<file path="src/hdl/ffba_pkg.sv">
// Package with the constants, payload types and shared structs of the first-fit allocator.
`timescale 1ns / 1ps
`default_nettype none

package ffba_pkg;

    localparam int MEM_BYTES = 1024;
    localparam int ADDR_W    = $clog2(MEM_BYTES);
    localparam int CNT_W     = $clog2(MEM_BYTES + 1);
    localparam int SIZE_W    = 11;
    localparam int TAG_W     = 8;
    localparam int START_W   = 10;
    localparam int CMP_W     = (SIZE_W > CNT_W) ? SIZE_W : CNT_W;

    localparam logic [ADDR_W-1:0] LAST_ADDR = ADDR_W'(MEM_BYTES - 1);

    typedef enum logic [1:0] {
        ST_OK      = 2'd0,
        ST_NO_ROOM = 2'd1,
        ST_NO_RUN  = 2'd2
    } status_t;

    typedef struct packed {
        logic [SIZE_W-1:0] request_size;
        logic [TAG_W-1:0]  owner_tag;
    } req_t;

    typedef struct packed {
        status_t            status;
        logic [START_W-1:0] start_address;
    } rsp_t;

    typedef struct packed {
        logic clear;
        logic step;
    } run_ctl_t;

    typedef struct packed {
        logic              hit;
        logic [ADDR_W-1:0] start;
    } run_stat_t;

endpackage

`default_nettype wire

</file>
<file path="src/hdl/ffba_run_unit.sv">
// Free-run tracker that counts consecutive free bytes and compares the run against the size.
`timescale 1ns / 1ps
`default_nettype none

module ffba_run_unit (
    input  wire logic                         clk,
    input  wire logic                         rst_n,
    input  wire ffba_pkg::run_ctl_t           ctl,
    input  wire logic                         is_free,
    input  wire logic [ffba_pkg::ADDR_W-1:0]  addr,
    input  wire logic [ffba_pkg::SIZE_W-1:0]  want,
    output ffba_pkg::run_stat_t               stat
);
    import ffba_pkg::*;

    logic [CNT_W-1:0]  len_reg;
    logic [CNT_W-1:0]  len_next;
    logic [ADDR_W-1:0] start_reg;
    logic [ADDR_W-1:0] start_next;
    logic [CNT_W-1:0]  len_plus;
    logic [ADDR_W-1:0] run_start;

    assign len_plus  = len_reg + CNT_W'(1);
    assign run_start = (len_reg == '0) ? addr : start_reg;

    always_comb
    begin
        len_next   = len_reg;
        start_next = start_reg;
        if (ctl.clear)
        begin
            len_next = '0;
        end
        else if (ctl.step)
        begin
            if (is_free)
            begin
                len_next   = len_plus;
                start_next = run_start;
            end
            else
            begin
                len_next = '0;
            end
        end
    end

    assign stat.hit   = ctl.step && !ctl.clear && is_free
                        && (CMP_W'(len_plus) >= CMP_W'(want));
    assign stat.start = run_start;

    always_ff @(posedge clk or negedge rst_n)
    begin
        if (!rst_n)
        begin
            len_reg <= '0;
        end
        else
        begin
            len_reg <= len_next;
        end
    end

    always_ff @(posedge clk)
    begin
        start_reg <= start_next;
    end

endmodule

`default_nettype wire

</file>
<file path="config.mk">
export PLATFORM = sky130hd
export DESIGN_NAME = ffba_run_unit
export DESIGN_NICKNAME = d
export VERILOG_FILES = /design/src/hdl/ffba_pkg.sv /design/src/hdl/ffba_run_unit.sv
export SDC_FILE = /design/constraint.sdc
export NUM_CORES = 1
export LEC_CHECK = 0
export ABC_CLOCK_PERIOD_IN_PS = 2300
export BUFFER_PORTS_ARGS = -buffer_cell sky130_fd_sc_hd__buf_4
export CELL_PAD_IN_SITES_DETAIL_PLACEMENT = 0
export CELL_PAD_IN_SITES_GLOBAL_PLACEMENT = 1
export CORE_MARGIN = 3
export CORE_UTILIZATION = 30
export CTS_CLUSTER_SIZE = 25
export DETAILED_ROUTE_END_ITERATION = 12
export GPL_ROUTABILITY_DRIVEN = 0
export PLACE_DENSITY = 0.64
export SLEW_MARGIN = 20
export SYNTH_ARGS = -nofsm -noshare
export SYNTH_HDL_FRONTEND = slang
export SYNTH_SLANG_ARGS = --single-unit
</file>
<file path="constraint.sdc">
create_clock -name clk -period 2.3 [get_ports clk]
set_input_delay 0.46 -clock clk [delete_from_list [all_inputs] [get_ports clk]]
set_output_delay 0.46 -clock clk [all_outputs]
set_load 0.005 [all_outputs]
</file>
==> results of run 1 <==
-- cells by family after synthesis --
logic type               after synthesis
multiplexers                          10
adder cells (fa/ha/maj)               13
AO/OA/AOI/OAI                         29
buffers and inverters                 19
XOR/XNOR                               9
flip-flops                            21
AND/OR/NAND/NOR                       33
-- final cells by class --
type | instances | area, um^2
Multi-Input combinational cell | 95 | 861
Clock buffer | 4 | 45.0
Inverter | 14 | 52.6
Sequential cell | 21 | 576
Tap cell | 52 | 65.1
Timing Repair Buffer | 67 | 522
Fill cell | 413 | 2320
-- path summary, 6_finish.rpt --
kind                                        start                     end  cells past startpoint
min reg2reg                start_reg[7]$_DFFE_PP_  start_reg[7]$_DFFE_PP_                      1
min                                         rst_n  len_reg[4]$_DFFE_PN0P_                      1
max                        len_reg[0]$_DFFE_PN0P_                stat[10]                     10
max in group asynchronous                   rst_n  len_reg[9]$_DFFE_PN0P_                      1
min in group clk                          addr[7]  start_reg[7]$_DFFE_PP_                      2
max reg2reg                len_reg[4]$_DFFE_PN0P_  start_reg[4]$_DFFE_PP_                      6
-- power breakdown --
part / total, uW / internal [uW] / switching, uW
Clock: 245 / 124 / 121
Combinational: 160 / 93.9 / 65.8
Sequential: 407 / 404 / 3.13
Total: 812 / 621 / 190
-- repair_timing --
action	4_1_cts	5_1_grt
cloned	1	0
resized for setup	5	14
setup buffers	4	5
endpoints found under the setup margin	11	11
pin swaps	6	8
-- through the flow --
| step | setup TNS [ns] | hold slack [ns] | power (uW) |
|---|---|---|---|
| 2_1_floorplan | 0 | 0.164 | 473 |
| 3_3_place_gp | -0.150 | 0.307 | 550 |
| 3_5_place_dp | -0.184 | 0.303 | 553 |
| 4_1_cts | -0.840 | 0.0159 | 806 |
| 5_1_grt | -1.84 | 0.0202 | 853 |
| 6_report | -1.13 | 0.0183 | 812 |
-- cell usage after synthesis (all sizes together) --
library cell,count
ha,13
and4,1
a41oi,1
nor4,2
edfxtp,10
dfrtp,11
o31ai,2
xnor2,7
buf,5
o22ai,1
o211ai,1
o21ai,8
a22o,2
a21o,1
mux2,10
or2,1
inv,14
and2,1
nor2b,1
nand3,6
nand2,11
xor2,2
a31oi,6
nand3b,1
a31o,1
or3,1
nand4,3
nor2,2
and3,3
a21oi,6
-- routing by layer --
metal	vias up	wire length (um)	share of wire [%]	GRT usage (%)
met1	590	1610	45	17.1
met5	-	0	0	0
li1	622	-	-	-
met2	43	1720	48	22.0
met3	3	254	7.0	2.40
met4	0	25	0.69	4.15
-- cells in the final DEF, fill, tap and decap left out, types with 2 or more instances in the layout --
cell type / count
nor2_1: 2
o31ai_1: 2
nand3_2: 2
nand4_4: 2
nand2_1: 11
edfxtp_1: 10
dfrtp_1: 11
nor4_4: 2
inv_1: 14
mux2_2: 6
xnor2_1: 5
xnor2_2: 2
nand3_1: 4
buf_4: 62
a21oi_1: 5
a22o_1: 2
ha_1: 12
buf_6: 5
clkbuf_8: 3
o21ai_0: 8
a31oi_1: 6
and3_4: 3
mux2_4: 4
nand4_1: 2
-- critical path, delay by kind of cell, from the launching register on --
family                   cells  cell delay [ns]
AO/OA/AOI/OAI                3             0.38
XOR/XNOR                     1             0.15
adder cells (fa/ha/maj)      2             0.49
buffers and inverters        1             0.13
flip-flops                   1             0.43
AND/OR/NAND/NOR              3             0.38
==> flow_summary.toml, run 1 <==
[clock_network]
cts_tree = "done"
cts_buffers = 3
clock_sinks = 21
root_buffer = "clkbuf_8"
clk_pin_slew_ns = 0.08
clk_path_buf_depth = 2
insertion_delay_ns = 0.26
htreeDepth = 1
holdBufCountCts = 0

[power_and_ir_drop]
p_per_area_nw_per_um2 = 383
p_leak_uw = 0.00102
ir_drop_mv = 0.207

[route]
routed_wl_mm = 3.61
drt_iter0_drc = 45
wl_per_cell_um = 14.3
postRouteAntennaNets = 0
viasPerCell = 4.97
first_pass_iters = 4
vias = 1258
drc_errors = 0

[sta]
rsz0062_at_grt = "true"
period_minus_slack_ns = 2.69
slew_viol_final = 0
setup_viol = 11
fin_ws_ns = -0.391
maxSlewHeadroom_pct = 72.0
tightest_slew_ns = 0.418
period_share_pct = 117
clock.fmax_mhz = 372
final-hold-violation-count = 0
skew_ns = 0.00358

[synthesis]
synth_top_family_by_area = "simple AND/OR/NAND/NOR gates"
yosys.area_share.simple_pct = 16.2
ys_seq_elements = 21
synth-compound-area-share_pct = 12.6
muxShareOfSynthArea_pct = 7.94
synth_top_area_share_pct = 21.2
syn-instance-count = 134
synth_largest_area_cell = "edfxtp_1"
synth_nets = 173
yosysSeqAreaShare_pct = 40.6
synthAdderAreaFrac_pct = 11.5
synth_cell_types = 33
synthesis.area_um2 = 1420
synth_area_leaders = "edfxtp_1 21%, dfrtp_1 19%, ha_1 11%"
synth_xor_area_share_pct = 5.56
yosys_warnings = 0
syn_avg_cell_area_um2 = 10.6

[final_layout]
finish.instance_area_um2 = 2120
final_cells = 253
final_core_util_pct = 47.7
syn_to_final_growth_pct = 49.6
final_nets = 241
largest_register_ffs = 11
drive_above_1_share_pct = 48.8
antenna_cells = 0

[global_routing]
grt_pass1_wl_mm = 5.63
grt_max_degree = 21
overflow = 0
antenna_found_initial = 0
gr-usage-all-layers_pct = 13.1
first_global_vias = 1216

[outcome]
outcome = "finished with violations"
violations = "negative setup slack"

[die]
initial_core_util_pct = 31.9
die_x_um = 74.7
placementRows = 24
die_y_um = 74.7
io_pins = 37
fp.dieArea_um2 = 5590
core-area_um2 = 4440

[worst_setup_path]
worst_setup_path_start_kind = "register"
reg2reg_slack_ns = 0.36
crit_type = "reg2out"
crit_top_cell = "and3_4"
arrival_ns = 2.23
crit_required_ns = 1.84
cpMaxStageDelayCell = "dfrtp_1"
crit_chain = "ha_4 -> and3_4 -> and3_4 -> xor2_2 -> ha_1 -> nand3_2 -> o211ai_1 -> a21oi_2 -> o22ai_2 -> buf_4"
crit_fanout = 3
worst_setup_path_end_kind = "output port"
cpPeakStageDelay_ns = 0.43

[placed_design]
place_inst = 239
portBuffers = 36
dp_slack_ns = -0.184
dpl_cell_area_um2 = 1910
hpwl_mm = 2.59

[min_path]
min_path_type = "in2async"

[flow_run]
maxCapViolCount = 0
Note: power is estimated with default switching activity, not from simulation.
==> run 2: changes to the inputs <==
--- a/config.mk
+++ b/config.mk
@@ -11,6 +11,7 @@
 export CELL_PAD_IN_SITES_GLOBAL_PLACEMENT = 1
 export CORE_MARGIN = 3
 export CORE_UTILIZATION = 30
+export CTS_BUF_LIST = sky130_fd_sc_hd__clkbuf_8
 export CTS_CLUSTER_SIZE = 25
 export DETAILED_ROUTE_END_ITERATION = 12
 export GPL_ROUTABILITY_DRIVEN = 0
==> flow_summary.toml, run 2 (synthesis results as in run 1) <==
[global_routing]
grt_pass1_wl_mm = 5.63
grt_max_degree = 21
gr-usage-all-layers_pct = 13.1
overflow = 0
antenna_found_initial = 0
first_global_vias = 1216

[sta]
tightest_slew_ns = 0.419
holdWs_ns = 0.0170
rsz0062_at_grt = "true"
skew_ns = 0.00462
setup_viol = 11
final-hold-violation-count = 0
period_minus_slack_ns = 2.69
slew_viol_final = 0
maxSlewHeadroom_pct = 72.0
period_share_pct = 117
fin_ws_ns = -0.391
clock.fmax_mhz = 372

[final_layout]
layout_common_cells = "62 x buf_4, 15 x inv_1, 12 x ha_1"
drive_above_1_share_pct = 48.8
antenna_cells = 0
largest_register_ffs = 11
finish.instance_area_um2 = 2120
layout_commonest_cell = "buf_4"
fillers = 413
final_nets = 241
syn_to_final_growth_pct = 49.6

[die]
placementRows = 24
fp.dieArea_um2 = 5590
initial_core_util_pct = 31.9
core-area_um2 = 4440
die_y_um = 74.7
die_x_um = 74.7
io_pins = 37

[route]
first_pass_iters = 4
drc_errors = 0
vias = 1257
postRouteAntennaNets = 0
wl_per_cell_um = 14.3
wl_met2_mm = 1.71
wl_met3_um = 254
wl_met1_mm = 1.62
routed_wl_mm = 3.61
routed.top_layer = "met4"
viasPerCell = 4.97
drt_iter0_drc = 45

[power_and_ir_drop]
ir_drop_mv = 0.209
comb_power_share_pct = 19.7
p_seq_share_pct = 50.4
p_clk_share_pct = 29.9
internal-power_uw = 617
power.switching_uw = 191
p_sw_share_pct = 23.7
p_per_area_nw_per_um2 = 381
finalPower_uw = 808
p_leak_uw = 0.00103

[worst_setup_path]
r2r_cells = 6
cpMaxStageDelayCell = "dfrtp_1"
crit_type = "reg2out"
crit_fanout = 3
arrival_ns = 2.23
crit_top_cell = "and3_4"
cpPeakStageDelay_ns = 0.43
worst_setup_path_start_kind = "register"
crit_required_ns = 1.84
reg2reg_slack_ns = 0.36
r2r-start = "len_reg[4]$_DFFE_PN0P_"
worst_setup_path_end_kind = "output port"
crit_chain = "ha_4 -> and3_4 -> and3_4 -> xor2_2 -> ha_1 -> nand3_2 -> o211ai_1 -> a21oi_2 -> o22ai_2 -> buf_4"
r2r-end = "start_reg[4]$_DFFE_PP_"

[clock_network]
clock_sinks = 21
insertion_delay_ns = 0.26
htreeDepth = 1
cts_buffers = 3
root_buffer = "clkbuf_8"
clk_path_buf_depth = 2
clk_pin_slew_ns = 0.08
cts_tree = "done"

[min_path]
min_path_type = "in2async"

[outcome]
outcome = "finished with violations"
violations = "negative setup slack"

[placed_design]
hpwl_mm = 2.59
dpl_cell_area_um2 = 1910
portBuffers = 36

[flow_run]
maxCapViolCount = 0
[run 2: final cells by class]
cell class              count  area [um^2]  area share, %
repair buffers             67          522           24.6
clock inverters             1         3.75          0.177
flip-flops and latches     21          576           27.1
well taps                  52         65.1           3.07
inverters                  14         52.6           2.48
clock buffers               3         41.3           1.95
multi-input cells          95          861           40.6
[run 2: stage by stage]
stage	std cells	worst slack [ns]	utilization, %	TNS, ns
6_report	253	-0.391	47.7	-1.16
5_1_grt	253	-0.521	47.7	-1.84
4_1_cts	248	-0.447	45.4	-0.842
3_5_place_dp	239	-0.184	42.9	-0.184
3_3_place_gp	239	-0.150	42.9	-0.150
2_1_floorplan	134	0.00667	-	0
[run 2: power by group through the flow]
stage	Clock [uW]	Sequential, uW	Combinational, uW
final	242	407	160
after CTS	252	407	143
after global placement	0	414	135
after floorplan	0	415	58.4
after detailed placement	0	415	138
after global routing	264	408	176
[run 2: worst max-delay path: cells and delay by family (launching register included)]
family                     cells  cell delay, ns
adders and majority gates      2            0.49
DFF                            1            0.43
and+or+nand+nor                3            0.38
AOI/OAI and AO/OA              3            0.38
xor gates and xnor gates       1            0.15
buffers and inverters          1            0.13
[run 2: timing repair]
| item | 4_1_cts | 5_1_grt |
|---|---|---|
| gates resized for setup | 5 | 14 |
| hold buffers | 0 | 0 |
| endpoints found under the setup margin | 11 | 11 |
| cloned | 1 | 0 |
| hold endpoints to repair | 0 | 0 |
| pin swaps | 6 | 8 |
| setup buffers | 4 | 5 |
[run 2: how the worst max path moves through the flow]
stage	slack (ns)	cells after the start	end	start
floorplan	0.007	9	stat[10]	len_reg[0]$_DFFE_PN0P_
global placement	-0.15	10	stat[10]	len_reg[1]$_DFFE_PN0P_
detailed placement	-0.18	10	stat[10]	len_reg[1]$_DFFE_PN0P_
CTS	-0.45	10	stat[10]	len_reg[0]$_DFFE_PN0P_
global route	-0.52	9	stat[10]	len_reg[0]$_DFFE_PN0P_
finish	-0.39	10	stat[10]	len_reg[0]$_DFFE_PN0P_
[run 2: routing by layer]
metal	vias up	GRT usage, %
met2	43	22.0
met3	3	2.40
li1	621	-
met4	0	4.15
met5	-	0
met1	590	17.1
